### src/hw/rtl/filtered_pid_duty_regulator_assert.svh
// Assertion macros for the filtered PID duty regulator.
// Used by the top level; expects signals named clock and reset in scope.
`ifndef FILTERED_PID_DUTY_REGULATOR_ASSERT_SVH
`define FILTERED_PID_DUTY_REGULATOR_ASSERT_SVH

// Property that must hold on every edge outside reset
`define FPID_ASSERT(label, prop, msg) \
   label: assert property (@(posedge clock) disable iff (reset) (prop)) \
      else $error(msg);

// Condition in one cycle implies a consequence in the next cycle
`define FPID_ASSERT_NEXT(label, cond, conseq, msg) \
   label: assert property (@(posedge clock) disable iff (reset) (cond) |=> (conseq)) \
      else $error(msg);

`endif

### src/hw/rtl/fpid_pkg.sv
// Shared constants, types and codes for the filtered PID duty regulator.
// No dependencies; every other file but the assertion header imports this package.
package fpid_pkg;

   // Filter and field widths
   localparam int FILTER_ORDER = 3;
   localparam int TAPS         = FILTER_ORDER + 1;
   localparam int SAMPLE_W     = 12;
   localparam int SUM_W        = SAMPLE_W + $clog2(TAPS);
   localparam int FILT_SHIFT   = 20;
   localparam int FILT_RECIP   = ((1 << FILT_SHIFT) + TAPS - 1) / TAPS;
   localparam int ERR_W        = 13;
   localparam int DIFF_W       = ERR_W + 1;
   localparam int DUTY_W       = 10;
   localparam int DUTY_MAX     = 999;
   localparam int GAIN_W       = 16;
   localparam int PERIOD_W     = 8;
   localparam int ACC_W        = 32;

   // Shared multiplier
   localparam int MUL_A_W = 32;
   localparam int MUL_B_W = 25;
   localparam int MUL_W   = MUL_A_W + MUL_B_W;

   // Scale factors of the derivative and integral terms
   localparam int D_SCALE  = 256000;
   localparam int TI_SCALE = 1000;
   localparam int E_SHIFT  = 16;
   localparam int I_SHIFT  = 24;

   // Shared divider: magnitude dividend, several quotient bits a cycle
   localparam int DIV_W      = 56;
   localparam int DVSR_W     = 26;
   localparam int DIV_DIGITS = 4;
   localparam int DIV_CYCLES = DIV_W / DIV_DIGITS;
   localparam int DIV_CNT_W  = $clog2(DIV_CYCLES + 1);

   // Term sum and final gain product
   localparam int TERM_W     = DIV_W + 1;
   localparam int SSUM_W     = TERM_W + 1;
   localparam int S_W        = 41;
   localparam int S_LO_W     = 24;
   localparam int HI_PROD_W  = S_W - S_LO_W + GAIN_W;

   // Register file
   localparam int NUM_REGS   = 5;
   localparam int CSR_ADDR_W = $clog2(NUM_REGS * 4);
   localparam int CSR_DATA_W = 32;

   typedef enum logic [2:0] {
      REG_SET_POINT       = 3'd0,
      REG_PROP_GAIN       = 3'd1,
      REG_INTEGRAL_TIME   = 3'd2,
      REG_DERIVATIVE_TIME = 3'd3,
      REG_PERIOD_MS       = 3'd4
   } reg_index_type;

   typedef struct packed {
      logic [SAMPLE_W-1:0] set_point;
      logic [GAIN_W-1:0]   prop_gain;
      logic [GAIN_W-1:0]   integral_time;
      logic [GAIN_W-1:0]   derivative_time;
      logic [PERIOD_W-1:0] period_ms;
   } cfg_type;

   typedef enum logic [2:0] {
      MUL_NONE,
      MUL_FILT,
      MUL_ERR_PER,
      MUL_TD_DIFF,
      MUL_SCALE,
      MUL_TI,
      MUL_KP_LO,
      MUL_KP_HI
   } mul_op_type;

   typedef enum logic {
      DIV_DTERM,
      DIV_ITERM
   } div_sel_type;

   typedef struct packed {
      logic        shift;
      logic        sum_en;
      logic        err_en;
      logic        integ_en;
      mul_op_type  mul_op;
      logic        div_start;
      div_sel_type div_sel;
      logic        dterm_en;
      logic        iterm_en;
      logic        s_en;
      logic        plo_en;
      logic        out_load;
   } cmd_type;

   typedef struct packed {
      logic div_busy;
   } status_type;

   typedef enum logic [3:0] {
      ST_IDLE,
      ST_SUM,
      ST_FILT_MUL,
      ST_FILT,
      ST_ERR_MUL,
      ST_INTEG,
      ST_DSCALE,
      ST_DDIV,
      ST_DWAIT,
      ST_IDIV,
      ST_IWAIT,
      ST_SSUM,
      ST_KLO,
      ST_KHI,
      ST_DUTY
   } state_type;

endpackage

### src/hw/rtl/fpid_req_if.sv
// Input channel of the regulator: one raw sample per item.
// Depends on fpid_pkg.
interface fpid_req_if;
   import fpid_pkg::*;

   logic                valid;
   logic                ready;
   logic [SAMPLE_W-1:0] sample;

   modport source (output valid, output sample, input ready);
   modport sink (input valid, input sample, output ready);
endinterface

### src/hw/rtl/fpid_rsp_if.sv
// Result channel of the regulator: duty, filtered level and error per item.
// Depends on fpid_pkg.
interface fpid_rsp_if;
   import fpid_pkg::*;

   logic                    valid;
   logic                    ready;
   logic [DUTY_W-1:0]       duty;
   logic [SAMPLE_W-1:0]     filtered;
   logic signed [ERR_W-1:0] control_error;

   modport source (output valid, output duty, output filtered, output control_error,
                   input ready);
   modport sink (input valid, input duty, input filtered, input control_error,
                 output ready);
endinterface

### src/hw/rtl/fpid_csr.sv
// APB-style register file holding the regulator's gains, times and set point.
// Depends on fpid_pkg.
module fpid_csr (
   input  logic                            clock,
   input  logic                            reset,
   input  logic                            psel,
   input  logic                            penable,
   input  logic                            pwrite,
   input  logic [fpid_pkg::CSR_ADDR_W-1:0] paddr,
   input  logic [fpid_pkg::CSR_DATA_W-1:0] pwdata,
   output logic [fpid_pkg::CSR_DATA_W-1:0] prdata,
   output logic                            pready,
   output fpid_pkg::cfg_type               cfg
);
   import fpid_pkg::*;

   cfg_type                 cfg_ff;
   cfg_type                 cfg_in;
   logic                    wr_en;
   logic [CSR_ADDR_W-3:0]   reg_idx;

   assign wr_en   = psel && penable && pwrite;
   assign reg_idx = paddr[CSR_ADDR_W-1:2];
   assign pready  = 1'b1;
   assign cfg     = cfg_ff;

   // Decode the write; unknown addresses leave everything alone
   always_comb begin
      cfg_in = cfg_ff;
      if (wr_en) begin
         unique case (reg_idx)
            REG_SET_POINT:       cfg_in.set_point       = pwdata[SAMPLE_W-1:0];
            REG_PROP_GAIN:       cfg_in.prop_gain       = pwdata[GAIN_W-1:0];
            REG_INTEGRAL_TIME:   cfg_in.integral_time   = pwdata[GAIN_W-1:0];
            REG_DERIVATIVE_TIME: cfg_in.derivative_time = pwdata[GAIN_W-1:0];
            REG_PERIOD_MS:       cfg_in.period_ms       = pwdata[PERIOD_W-1:0];
            default: begin
            end
         endcase
      end
   end

   always_ff @(posedge clock) begin
      if (reset) begin
         cfg_ff.set_point       <= '0;
         cfg_ff.prop_gain       <= GAIN_W'(256);
         cfg_ff.integral_time   <= GAIN_W'(256);
         cfg_ff.derivative_time <= '0;
         cfg_ff.period_ms       <= PERIOD_W'(10);
      end else begin
         cfg_ff <= cfg_in;
      end
   end

   // Read back
   always_comb begin
      unique case (reg_idx)
         REG_SET_POINT:       prdata = CSR_DATA_W'(cfg_ff.set_point);
         REG_PROP_GAIN:       prdata = CSR_DATA_W'(cfg_ff.prop_gain);
         REG_INTEGRAL_TIME:   prdata = CSR_DATA_W'(cfg_ff.integral_time);
         REG_DERIVATIVE_TIME: prdata = CSR_DATA_W'(cfg_ff.derivative_time);
         REG_PERIOD_MS:       prdata = CSR_DATA_W'(cfg_ff.period_ms);
         default:             prdata = '0;
      endcase
   end

endmodule

### src/hw/rtl/fpid_div.sv
// Iterative unsigned divider, restoring, several quotient bits per cycle.
// Depends on fpid_pkg; used by the datapath for both divided PID terms.
module fpid_div (
   input  logic                        clock,
   input  logic                        reset,
   input  logic                        start,
   input  logic [fpid_pkg::DIV_W-1:0]  dividend,
   input  logic [fpid_pkg::DVSR_W-1:0] divisor,
   output logic                        busy,
   output logic [fpid_pkg::DIV_W-1:0]  quotient
);
   import fpid_pkg::*;

   logic [DVSR_W:0]    rem_ff;
   logic [DVSR_W:0]    rem_in;
   logic [DIV_W-1:0]   quo_ff;
   logic [DIV_W-1:0]   quo_in;
   logic [DVSR_W-1:0]  dvsr_ff;
   logic [DIV_CNT_W-1:0] cnt_ff;
   logic [DIV_CNT_W-1:0] cnt_in;
   logic               busy_ff;
   logic               busy_in;
   logic [DVSR_W:0]    step_rem;
   logic [DIV_W-1:0]   step_quo;

   // Retire a few quotient bits: shift in, compare, subtract
   always_comb begin
      step_rem = rem_ff;
      step_quo = quo_ff;
      for (int i = 0; i < DIV_DIGITS; i++) begin
         step_rem = {step_rem[DVSR_W-1:0], step_quo[DIV_W-1]};
         step_quo = {step_quo[DIV_W-2:0], 1'b0};
         if (step_rem >= {1'b0, dvsr_ff}) begin
            step_rem    = step_rem - {1'b0, dvsr_ff};
            step_quo[0] = 1'b1;
         end
      end
   end

   // Load on start, else advance while busy
   always_comb begin
      rem_in  = rem_ff;
      quo_in  = quo_ff;
      cnt_in  = cnt_ff;
      busy_in = busy_ff;
      if (start) begin
         rem_in  = '0;
         quo_in  = dividend;
         cnt_in  = DIV_CNT_W'(DIV_CYCLES);
         busy_in = 1'b1;
      end else if (busy_ff) begin
         rem_in  = step_rem;
         quo_in  = step_quo;
         cnt_in  = cnt_ff - 1'b1;
         busy_in = (cnt_ff != DIV_CNT_W'(1));
      end
   end

   always_ff @(posedge clock) begin
      if (reset) begin
         busy_ff <= 1'b0;
         cnt_ff  <= '0;
      end else begin
         busy_ff <= busy_in;
         cnt_ff  <= cnt_in;
      end
   end

   always_ff @(posedge clock) begin
      rem_ff <= rem_in;
      quo_ff <= quo_in;
      if (start) begin
         dvsr_ff <= divisor;
      end
   end

   assign busy     = busy_ff;
   assign quotient = quo_ff;

endmodule

### src/hw/rtl/fpid_dp.sv
// Datapath: sample line, filter, error, integral, shared multiplier, divider, output register.
// Depends on fpid_pkg and fpid_div; steered by the controller's command struct.
module fpid_dp (
   input  logic                                clock,
   input  logic                                reset,
   input  fpid_pkg::cfg_type                   cfg,
   input  fpid_pkg::cmd_type                   cmd,
   output fpid_pkg::status_type                status,
   input  logic [fpid_pkg::SAMPLE_W-1:0]       sample,
   output logic [fpid_pkg::DUTY_W-1:0]         duty,
   output logic [fpid_pkg::SAMPLE_W-1:0]       filtered,
   output logic signed [fpid_pkg::ERR_W-1:0]   control_error
);
   import fpid_pkg::*;

   localparam logic signed [SSUM_W-1:0] S_LIMIT = SSUM_W'(longint'(1) << (S_W - 1));

   // Model state
   logic [SAMPLE_W-1:0]       taps_ff [TAPS];
   logic signed [ERR_W-1:0]   last_err_ff;
   logic signed [ACC_W-1:0]   integ_ff;
   logic signed [ACC_W-1:0]   integ_in;

   // Working registers
   logic [SUM_W-1:0]          sum_ff;
   logic [SUM_W-1:0]          sum_in;
   logic signed [MUL_W-1:0]   mul_ff;
   logic signed [MUL_W-1:0]   mul_prod;
   logic signed [MUL_A_W-1:0] mul_a;
   logic signed [MUL_B_W-1:0] mul_b;
   logic [SAMPLE_W-1:0]       filt_ff;
   logic [SAMPLE_W-1:0]       filt_in;
   logic signed [ERR_W-1:0]   err_ff;
   logic signed [ERR_W-1:0]   err_in;
   logic signed [DIFF_W-1:0]  diff_ff;
   logic signed [DIFF_W-1:0]  diff_in;
   logic                      neg_ff;
   logic                      neg_in;
   logic signed [TERM_W-1:0]  dterm_ff;
   logic signed [TERM_W-1:0]  iterm_ff;
   logic signed [TERM_W-1:0]  term_in;
   logic [S_W-1:0]            s_ff;
   logic [S_W-1:0]            s_in;
   logic [GAIN_W-1:0]         plo_ff;
   logic [DUTY_W-1:0]         duty_ff;
   logic [DUTY_W-1:0]         duty_in;
   logic [SAMPLE_W-1:0]       rsp_filt_ff;
   logic signed [ERR_W-1:0]   rsp_err_ff;

   // Effective period and integral time, zero read as one
   logic [PERIOD_W-1:0]       per_eff;
   logic [GAIN_W-1:0]         ti_eff;

   logic signed [ACC_W:0]     acc_sum;
   logic [MUL_W-1:0]          mul_mag;
   logic [ACC_W-1:0]          integ_mag;
   logic [DIV_W-1:0]          div_dividend;
   logic [DVSR_W-1:0]         div_divisor;
   logic                      div_busy;
   logic [DIV_W-1:0]          div_quotient;
   logic signed [SSUM_W-1:0]  e_term;
   logic signed [SSUM_W-1:0]  s_sum;
   logic [HI_PROD_W:0]        q_sum;

   assign per_eff = (cfg.period_ms == '0) ? PERIOD_W'(1) : cfg.period_ms;
   assign ti_eff  = (cfg.integral_time == '0) ? GAIN_W'(1) : cfg.integral_time;

   // Shift the new sample into the delay line
   always_ff @(posedge clock) begin
      if (reset) begin
         for (int k = 0; k < TAPS; k++) begin
            taps_ff[k] <= '0;
         end
      end else if (cmd.shift) begin
         taps_ff[0] <= sample;
         for (int k = 1; k < TAPS; k++) begin
            taps_ff[k] <= taps_ff[k-1];
         end
      end
   end

   // Sum the taps
   always_comb begin
      sum_in = '0;
      for (int k = 0; k < TAPS; k++) begin
         sum_in = sum_in + SUM_W'(taps_ff[k]);
      end
   end

   // Shared multiplier operand steering
   always_comb begin
      mul_a = '0;
      mul_b = '0;
      unique case (cmd.mul_op)
         MUL_NONE: begin
         end
         MUL_FILT: begin
            mul_a = MUL_A_W'(sum_ff);
            mul_b = MUL_B_W'(FILT_RECIP);
         end
         MUL_ERR_PER: begin
            mul_a = MUL_A_W'(err_ff);
            mul_b = MUL_B_W'(per_eff);
         end
         MUL_TD_DIFF: begin
            mul_a = MUL_A_W'(diff_ff);
            mul_b = MUL_B_W'(cfg.derivative_time);
         end
         MUL_SCALE: begin
            mul_a = mul_ff[MUL_A_W-1:0];
            mul_b = MUL_B_W'(D_SCALE);
         end
         MUL_TI: begin
            mul_a = MUL_A_W'(ti_eff);
            mul_b = MUL_B_W'(TI_SCALE);
         end
         MUL_KP_LO: begin
            mul_a = MUL_A_W'(cfg.prop_gain);
            mul_b = MUL_B_W'(s_ff[S_LO_W-1:0]);
         end
         MUL_KP_HI: begin
            mul_a = MUL_A_W'(s_ff[S_W-1:S_LO_W]);
            mul_b = MUL_B_W'(cfg.prop_gain);
         end
         default: begin
         end
      endcase
   end

   assign mul_prod = mul_a * mul_b;

   // Mean of the taps, error against the set point, step of the error
   assign filt_in = mul_ff[FILT_SHIFT+SAMPLE_W-1:FILT_SHIFT];
   assign err_in  = $signed({1'b0, cfg.set_point}) - $signed({1'b0, filt_in});
   assign diff_in = DIFF_W'(err_in) - DIFF_W'(last_err_ff);

   // Integral plus error times period, saturated to the accumulator width
   always_comb begin
      acc_sum = $signed({integ_ff[ACC_W-1], integ_ff}) + $signed(mul_ff[ACC_W:0]);
      if (acc_sum[ACC_W] != acc_sum[ACC_W-1]) begin
         integ_in = acc_sum[ACC_W] ? {1'b1, {(ACC_W-1){1'b0}}} : {1'b0, {(ACC_W-1){1'b1}}};
      end else begin
         integ_in = acc_sum[ACC_W-1:0];
      end
   end

   // Divider operands: magnitudes, sign kept aside
   always_comb begin
      mul_mag   = mul_ff[MUL_W-1] ? -mul_ff : mul_ff;
      integ_mag = integ_ff[ACC_W-1] ? -integ_ff : integ_ff;
      unique case (cmd.div_sel)
         DIV_DTERM: begin
            div_dividend = DIV_W'(mul_mag);
            div_divisor  = DVSR_W'(per_eff);
            neg_in       = mul_ff[MUL_W-1];
         end
         DIV_ITERM: begin
            div_dividend = {integ_mag, {I_SHIFT{1'b0}}};
            div_divisor  = mul_ff[DVSR_W-1:0];
            neg_in       = integ_ff[ACC_W-1];
         end
         default: begin
            div_dividend = '0;
            div_divisor  = '0;
            neg_in       = 1'b0;
         end
      endcase
   end

   fpid_div u_div (
      .clock    (clock),
      .reset    (reset),
      .start    (cmd.div_start),
      .dividend (div_dividend),
      .divisor  (div_divisor),
      .busy     (div_busy),
      .quotient (div_quotient)
   );

   assign status.div_busy = div_busy;

   // Quotient back to a signed term, truncated toward zero
   assign term_in = neg_ff ? -TERM_W'(div_quotient) : TERM_W'(div_quotient);

   // Sum of the three terms; keep only the positive part, clamped
   always_comb begin
      e_term = SSUM_W'(err_ff) <<< E_SHIFT;
      s_sum  = SSUM_W'(dterm_ff) + SSUM_W'(iterm_ff) + e_term;
      if (s_sum[SSUM_W-1] || (s_sum == '0)) begin
         s_in = '0;
      end else if (s_sum > S_LIMIT) begin
         s_in = S_LIMIT[S_W-1:0];
      end else begin
         s_in = s_sum[S_W-1:0];
      end
   end

   // Gain times sum over two partial products, then clamp the duty
   assign q_sum   = (HI_PROD_W+1)'(mul_ff[HI_PROD_W-1:0]) + (HI_PROD_W+1)'(plo_ff);
   assign duty_in = (q_sum > (HI_PROD_W+1)'(DUTY_MAX)) ? DUTY_W'(DUTY_MAX)
                                                        : q_sum[DUTY_W-1:0];

   // State that reset clears
   always_ff @(posedge clock) begin
      if (reset) begin
         last_err_ff <= '0;
         integ_ff    <= '0;
      end else begin
         if (cmd.err_en) begin
            last_err_ff <= err_in;
         end
         if (cmd.integ_en) begin
            integ_ff <= integ_in;
         end
      end
   end

   // Working registers
   always_ff @(posedge clock) begin
      if (cmd.sum_en) begin
         sum_ff <= sum_in;
      end
      if (cmd.mul_op != MUL_NONE) begin
         mul_ff <= mul_prod;
      end
      if (cmd.err_en) begin
         filt_ff <= filt_in;
         err_ff  <= err_in;
         diff_ff <= diff_in;
      end
      if (cmd.div_start) begin
         neg_ff <= neg_in;
      end
      if (cmd.dterm_en) begin
         dterm_ff <= term_in;
      end
      if (cmd.iterm_en) begin
         iterm_ff <= term_in;
      end
      if (cmd.s_en) begin
         s_ff <= s_in;
      end
      if (cmd.plo_en) begin
         plo_ff <= mul_ff[S_LO_W+GAIN_W-1:S_LO_W];
      end
      if (cmd.out_load) begin
         duty_ff     <= duty_in;
         rsp_filt_ff <= filt_ff;
         rsp_err_ff  <= err_ff;
      end
   end

   assign duty          = duty_ff;
   assign filtered      = rsp_filt_ff;
   assign control_error = rsp_err_ff;

endmodule

### src/hw/rtl/fpid_ctrl.sv
// Controller: sequences one item through the datapath and owns the handshakes.
// Depends on fpid_pkg.
module fpid_ctrl (
   input  logic                 clock,
   input  logic                 reset,
   input  logic                 req_valid,
   output logic                 req_ready,
   output logic                 rsp_valid,
   input  logic                 rsp_ready,
   input  fpid_pkg::status_type status,
   output fpid_pkg::cmd_type    cmd
);
   import fpid_pkg::*;

   state_type state_ff;
   state_type state_in;
   logic      out_valid_ff;
   logic      out_valid_in;

   always_ff @(posedge clock) begin
      if (reset) begin
         state_ff     <= ST_IDLE;
         out_valid_ff <= 1'b0;
      end else begin
         state_ff     <= state_in;
         out_valid_ff <= out_valid_in;
      end
   end

   // Next state and commands
   always_comb begin
      state_in      = state_ff;
      req_ready     = 1'b0;
      cmd           = '0;
      cmd.mul_op    = MUL_NONE;
      cmd.div_sel   = DIV_DTERM;
      unique case (state_ff)
         ST_IDLE: begin
            req_ready = 1'b1;
            if (req_valid) begin
               cmd.shift = 1'b1;
               state_in  = ST_SUM;
            end
         end
         ST_SUM: begin
            cmd.sum_en = 1'b1;
            state_in   = ST_FILT_MUL;
         end
         ST_FILT_MUL: begin
            cmd.mul_op = MUL_FILT;
            state_in   = ST_FILT;
         end
         ST_FILT: begin
            cmd.err_en = 1'b1;
            state_in   = ST_ERR_MUL;
         end
         ST_ERR_MUL: begin
            cmd.mul_op = MUL_ERR_PER;
            state_in   = ST_INTEG;
         end
         ST_INTEG: begin
            cmd.integ_en = 1'b1;
            cmd.mul_op   = MUL_TD_DIFF;
            state_in     = ST_DSCALE;
         end
         ST_DSCALE: begin
            cmd.mul_op = MUL_SCALE;
            state_in   = ST_DDIV;
         end
         ST_DDIV: begin
            cmd.div_start = 1'b1;
            cmd.div_sel   = DIV_DTERM;
            cmd.mul_op    = MUL_TI;
            state_in      = ST_DWAIT;
         end
         ST_DWAIT: begin
            if (!status.div_busy) begin
               cmd.dterm_en = 1'b1;
               state_in     = ST_IDIV;
            end
         end
         ST_IDIV: begin
            cmd.div_start = 1'b1;
            cmd.div_sel   = DIV_ITERM;
            state_in      = ST_IWAIT;
         end
         ST_IWAIT: begin
            if (!status.div_busy) begin
               cmd.iterm_en = 1'b1;
               state_in     = ST_SSUM;
            end
         end
         ST_SSUM: begin
            cmd.s_en = 1'b1;
            state_in = ST_KLO;
         end
         ST_KLO: begin
            cmd.mul_op = MUL_KP_LO;
            state_in   = ST_KHI;
         end
         ST_KHI: begin
            cmd.plo_en = 1'b1;
            cmd.mul_op = MUL_KP_HI;
            state_in   = ST_DUTY;
         end
         ST_DUTY: begin
            // Hold until the output register is free or being emptied
            if (!out_valid_ff || rsp_ready) begin
               cmd.out_load = 1'b1;
               state_in     = ST_IDLE;
            end
         end
         default: begin
            state_in = ST_IDLE;
         end
      endcase
   end

   // Output register valid: set on load, drop when taken
   always_comb begin
      if (cmd.out_load) begin
         out_valid_in = 1'b1;
      end else if (rsp_ready) begin
         out_valid_in = 1'b0;
      end else begin
         out_valid_in = out_valid_ff;
      end
   end

   assign rsp_valid = out_valid_ff;

endmodule

### src/hw/rtl/filtered_pid_duty_regulator.sv
// Filtered PID duty regulator, top level: register file, controller, datapath.
// A new sample is accepted only in idle, once the previous result is loaded into the output register.
// The throughput is set mainly by the shared divider, four quotient bits a cycle, run twice per item.
// The next sample is taken while the previous result still waits in the output register.
// Synchronous active-high reset clears the sample line, integral and last error, and loads the register defaults.
`include "filtered_pid_duty_regulator_assert.svh"

module filtered_pid_duty_regulator (
   input  logic                            clock,
   input  logic                            reset,
   fpid_req_if.sink                        req_chan,
   fpid_rsp_if.source                      rsp_chan,
   input  logic                            psel,
   input  logic                            penable,
   input  logic                            pwrite,
   input  logic [fpid_pkg::CSR_ADDR_W-1:0] paddr,
   input  logic [fpid_pkg::CSR_DATA_W-1:0] pwdata,
   output logic [fpid_pkg::CSR_DATA_W-1:0] prdata,
   output logic                            pready
);
   import fpid_pkg::*;

   cfg_type    cfg;
   cmd_type    cmd;
   status_type status;

   fpid_csr u_csr (
      .clock   (clock),
      .reset   (reset),
      .psel    (psel),
      .penable (penable),
      .pwrite  (pwrite),
      .paddr   (paddr),
      .pwdata  (pwdata),
      .prdata  (prdata),
      .pready  (pready),
      .cfg     (cfg)
   );

   fpid_ctrl u_ctrl (
      .clock     (clock),
      .reset     (reset),
      .req_valid (req_chan.valid),
      .req_ready (req_chan.ready),
      .rsp_valid (rsp_chan.valid),
      .rsp_ready (rsp_chan.ready),
      .status    (status),
      .cmd       (cmd)
   );

   fpid_dp u_dp (
      .clock         (clock),
      .reset         (reset),
      .cfg           (cfg),
      .cmd           (cmd),
      .status        (status),
      .sample        (req_chan.sample),
      .duty          (rsp_chan.duty),
      .filtered      (rsp_chan.filtered),
      .control_error (rsp_chan.control_error)
   );

   // Checks
   `FPID_ASSERT(a_duty_range, !rsp_chan.valid || (rsp_chan.duty <= DUTY_W'(DUTY_MAX)), "duty above limit")
   `FPID_ASSERT(a_err_consistent, !rsp_chan.valid || (rsp_chan.control_error == ($signed({1'b0, cfg.set_point}) - $signed({1'b0, rsp_chan.filtered}))), "error does not match set point and filtered level")
   `FPID_ASSERT(a_no_overwrite, !cmd.out_load || !rsp_chan.valid || rsp_chan.ready, "waiting result overwritten")
   `FPID_ASSERT_NEXT(a_div_launch, cmd.div_start && !status.div_busy, status.div_busy, "divider did not start")

endmodule

### src/flat_wrapper.sv
// flat-port wrapper written by rule: the top's interface ports become plain ports
module filtered_pid_duty_regulator_flat import fpid_pkg::*;
  (clock, reset, psel, penable, pwrite, paddr, pwdata, prdata, pready, req_chan_valid, req_chan_sample, req_chan_ready, rsp_chan_valid, rsp_chan_duty, rsp_chan_filtered, rsp_chan_control_error, rsp_chan_ready);
  fpid_req_if req_chan_i ();
  fpid_rsp_if rsp_chan_i ();
  input  logic clock;
  input  logic reset;
  input  logic psel;
  input  logic penable;
  input  logic pwrite;
  input  logic [fpid_pkg::CSR_ADDR_W-1:0] paddr;
  input  logic [fpid_pkg::CSR_DATA_W-1:0] pwdata;
  output logic [fpid_pkg::CSR_DATA_W-1:0] prdata;
  output logic pready;
  input wire logic [$bits(req_chan_i.valid)-1:0] req_chan_valid;
  input wire logic [$bits(req_chan_i.sample)-1:0] req_chan_sample;
  output wire logic [$bits(req_chan_i.ready)-1:0] req_chan_ready;
  output wire logic [$bits(rsp_chan_i.valid)-1:0] rsp_chan_valid;
  output wire logic [$bits(rsp_chan_i.duty)-1:0] rsp_chan_duty;
  output wire logic [$bits(rsp_chan_i.filtered)-1:0] rsp_chan_filtered;
  output wire logic [$bits(rsp_chan_i.control_error)-1:0] rsp_chan_control_error;
  input wire logic [$bits(rsp_chan_i.ready)-1:0] rsp_chan_ready;
  assign req_chan_i.valid = req_chan_valid;
  assign req_chan_i.sample = req_chan_sample;
  assign req_chan_ready = req_chan_i.ready;
  assign rsp_chan_valid = rsp_chan_i.valid;
  assign rsp_chan_duty = rsp_chan_i.duty;
  assign rsp_chan_filtered = rsp_chan_i.filtered;
  assign rsp_chan_control_error = rsp_chan_i.control_error;
  assign rsp_chan_i.ready = rsp_chan_ready;
  filtered_pid_duty_regulator u_core (.clock(clock), .reset(reset), .req_chan(req_chan_i), .rsp_chan(rsp_chan_i), .psel(psel), .penable(penable), .pwrite(pwrite), .paddr(paddr), .pwdata(pwdata), .prdata(prdata), .pready(pready));
endmodule
### config.mk
export PLATFORM = sky130hd
export DESIGN_NAME = filtered_pid_duty_regulator_flat
export DESIGN_NICKNAME = d
export VERILOG_FILES = /design/src/hw/rtl/fpid_pkg.sv /design/src/hw/rtl/fpid_req_if.sv /design/src/hw/rtl/fpid_rsp_if.sv /design/src/hw/rtl/fpid_csr.sv /design/src/hw/rtl/fpid_div.sv /design/src/hw/rtl/fpid_dp.sv /design/src/hw/rtl/fpid_ctrl.sv /design/src/hw/rtl/filtered_pid_duty_regulator.sv /design/src/flat_wrapper.sv
export VERILOG_INCLUDE_DIRS = /design/src /design/src/hw/rtl
export SDC_FILE = /design/constraint.sdc
export NUM_CORES = 2
export LEC_CHECK = 0
export BUFFER_PORTS_ARGS = -buffer_cell sky130_fd_sc_hd__buf_2
export CORE_ASPECT_RATIO = 2
export CORE_UTILIZATION = 50
export DETAILED_ROUTE_END_ITERATION = 8
export GPL_ROUTABILITY_DRIVEN = 0
export PLACE_DENSITY = 0.68
export SYNTH_ARGS = -nofsm -noshare
export SYNTH_HDL_FRONTEND = slang
export SYNTH_HIERARCHICAL = 1
export SYNTH_SLANG_ARGS = --single-unit
### constraint.sdc
create_clock -name clock -period 10.98 [get_ports clock]
set_input_delay 2.196 -clock clock [delete_from_list [all_inputs] [get_ports clock]]
set_output_delay 2.196 -clock clock [all_outputs]
set_load 0.05 [all_outputs]
==> summary.txt <==
largest net degree at the start of global routing: 117
Hold Buf Count CTS: 0
Max-slew headroom: 20.90%
Fmax: 0.09347 GHz
Final ANT Viol Nets: 0
most common cell after layout, fill and taps aside: inv_1
area of the die: 0.1409 mm²
Worst Setup EP: u_core/u_dp/u_div/rem_ff[17]
delay-heaviest family, CP: compound AO/OA/AOI/OAI gates
clock root cell: clkbuf_16
final net count: 9093
Worst VDD drop: 0.0002934 V
Req. time, crit path: 11510 ps
type of the worst setup path: reg -> reg
status: completed
Async S/R FF share, synth: 0%
area post-placement: 0.07537 mm²
post-synthesis cell type count: 114
register area share after synthesis: 23.55%
# port buffers: 90
critical path launch point: u_core/u_dp/u_div/dvsr_ff[12]
Ports: 126
slowest stage delay, CP: 450 ps
clock sink total: 596
number of synthesized flops with an enable pin: 447
clk_lat worst skew: 700 ps
Clock Skews: 41.01 ps
drc violations: 0
clock tree buffer depth: 3
gate count of the mapped netlist: 7307
vias in the first global route: 61.67k
crit path buf inv count: 15
fin area: 0.07781 mm²
number of cells after detailed placement: 9539
final hold violation count: 0
Filler Cell Count: 12.20k
RR Endpoint: u_core/u_dp/u_div/rem_ff[17]
setup violators final: 0
hpwl dp: 196100 µm
drt wl/cell: 25.87 µm
average size of a mapped cell: 9.534 µm²
CORE AREA: 0.1381 mm²
Die W: 265.9 µm
DR iter-0 viols: 4496
initial antenna violation count: 17
total congestion overflow: 0
yosys warns: 6
CTS Buf Count: 57
r2r startpoint: u_core/u_dp/u_div/dvsr_ff[12]
Worst path depth: 53
Via Count: 58.13k
CTS tree: done
hold_ws: 414.6 ps
Worst R2R Path Depth: 53
die height: 529.9 µm
area delta synth->final: 11.69%
Critical Path AT: 11220 ps
DR pass1 iterations: 7
final non-filler cell total: 9666
Initial Utilization: 50.44%
Power Total: 14.89 mW
R2R Setup Slk: 280 ps
pre-CTS WS: -488.1 ps
commonest non-fill, non-tap cells in the layout: 1054 x inv_1, 860 x fa_1, 725 x nand2_1
minimum clock period: 10700 ps
worst-path fanout max: 10
Mapped Area: 0.06967 mm²
crit end category: flip-flop
final wirelength: 250000 µm
Primary FF master, synth: edfxtp_1
PD cells: 191.4 mW/mm²
worst min path class: reg -> reg
CP Launch Type: flip-flop
drt via density: 6.014
global-route wire length before repair: 370300 µm
crit path max-delay cell type: a211oi_1
critical path's most frequent cell: buf_4
setup slack after layout: 281.7 ps
total leakage power: 34.87 nW
crit share post-route: 97.43%
Yosys reg bits: 596
# rows: 193
Tot GR Track Use: 35.98%
max_cap viols: 0
final number of max-transition violations: 0
Worst-Margin Slew: 1186 ps
H-tree levels: 2
Worst-path clk slew: 70 ps
layout cell share with drive strength beyond 1: 13.38%
## registers in the layout, summed over array words and instances (netlist names), 4 cells and up
register	cells
u_core/u_ctrl/state_ff	4
u_core/u_dp/u_div/cnt_ff	4
u_core/u_dp/duty	10
u_core/u_dp/filtered	12
u_core/u_dp/iterm_ff	57
u_core/u_csr/cfg	68
u_core/u_dp/s_ff	41
u_core/u_dp/u_div/dvsr_ff	26
u_core/u_dp/mul_ff	57
u_core/u_dp/diff_ff	14
u_core/u_dp/sum_ff	14
u_core/u_dp/taps_ff	48
u_core/u_dp/plo_ff	16
u_core/u_dp/dterm_ff	57
u_core/u_dp/control_error	13
u_core/u_dp/u_div/quotient	56
u_core/u_dp/integ_ff	32
u_core/u_dp/err_ff	13
u_core/u_dp/u_div/rem_ff	26
u_core/u_dp/filt_ff	12
u_core/u_dp/last_err_ff	13
## through the flow
stage	utilization [%]	setup TNS, ps
floorplan	-	0
global placement	54.57	-5211
detailed placement	54.57	-7378
CTS	56.06	0
global route	56.32	-342.2
finish	56.33	0
## power breakdown
part | switching, mW | total [mW] | internal, mW
clock network | 0.983 | 2.17 | 1.19
logic | 5.41 | 9.86 | 4.45
registers | 0.204 | 2.86 | 2.66
## Yosys cell counts (24+ instances only)
library cell / n / area share, %
fa_1: 861 / 25
edfxtp_1: 447 / 19
ha_1: 423 / 7.6
buf_4: 33 / 0.36
nand4_1: 50 / 0.45
a31oi_1: 41 / 0.37
and2_1: 122 / 1.1
o31ai_1: 53 / 0.57
a22oi_1: 32 / 0.34
nor2_1: 457 / 2.5
nor2b_1: 73 / 0.66
xnor2_1: 249 / 3.1
o22ai_1: 27 / 0.24
nand2b_1: 111 / 1.0
a211oi_1: 46 / 0.50
and3_1: 66 / 0.59
clkbuf_1: 238 / 1.3
nand2_1: 725 / 3.9
nor4_1: 37 / 0.33
or2_2: 29 / 0.26
inv_1: 1056 / 5.7
mux2_2: 122 / 2.0
a21oi_1: 350 / 2.5
xor2_1: 133 / 1.7
mux2i_1: 120 / 1.7
dfxtp_1: 149 / 4.3
a21o_1: 131 / 1.4
nor4_2: 25 / 0.45
o211ai_1: 24 / 0.26
o21ai_0: 310 / 2.2
nor3_1: 72 / 0.52
nand3_1: 99 / 0.71
or3_1: 64 / 0.57
buf_2: 26 / 0.19
o21bai_1: 30 / 0.32
o21a_1: 57 / 0.61
## per-layer routing
layer	up-vias	share of wire (%)	GRT usage, %	wire length [µm]
met5	-	0.026	0	66
met4	10	13	36.90	31400
met3	1337	7.4	8.112	18390
met2	2860	50	63.49	125800
met1	28620	30	32.99	74360
li1	25310	-	-	-
## timing repair
action / 4_1_cts / 5_1_grt
resized for setup: 23 / 63
buffers inserted: 0 / 6
cloned: 0 / 1
pin swaps: 3 / 16
setup endpoints to repair: 27 / 29
## worst reg2reg max path: cells and delay by family (launching register included)
| kind | cells | cell delay [ps] |
|---|---|---|
| mux | 3 | 830 |
| flops | 1 | 370 |
| buf+inv | 15 | 2290 |
| fa+ha+maj | 4 | 1230 |
| simple gates | 9 | 1240 |
| compound gates | 22 | 4600 |
## how the worst min path moves through the flow
stage                                       start                       end  slack (ps)  depth (start not counted)
after floorplan            u_core/u_dp/filt_ff[0]   u_core/u_dp/filtered[0]         400                          0
after global placement     u_core/u_dp/filt_ff[6]   u_core/u_dp/filtered[6]         400                          0
after detailed placement   u_core/u_dp/filt_ff[6]   u_core/u_dp/filtered[6]         410                          0
after global routing       u_core/u_dp/filt_ff[6]   u_core/u_dp/filtered[6]         420                          0
final                     u_core/u_dp/filt_ff[11]  u_core/u_dp/filtered[11]         410                          0
after CTS                  u_core/u_dp/filt_ff[9]   u_core/u_dp/filtered[9]         420                          0
## final cells by class
cell class	instances	area [µm²]	area share [%]
timing repair buffer	609	4448	5.717
clock inverter	38	471.7	0.6062
antenna	13	32.53	0.04181
multi-input combinational	5432	48620	62.49
tap	1852	2317	2.978
inverter	1057	3968	5.099
sequential	596	16410	21.09
clock buffer	69	1543	1.983
## cell families after synthesis
group,synth area share [%]
and+or+nand+nor,14.55
buffers and inverters,7.949
AOI/OAI and AO/OA,12.59
adders and majority gates,32.34
DFF,23.55
xor gates and xnor gates,4.802
muxes,4.197
other,0.02155
No activity file was read; power rests on OpenSTA's default activity.
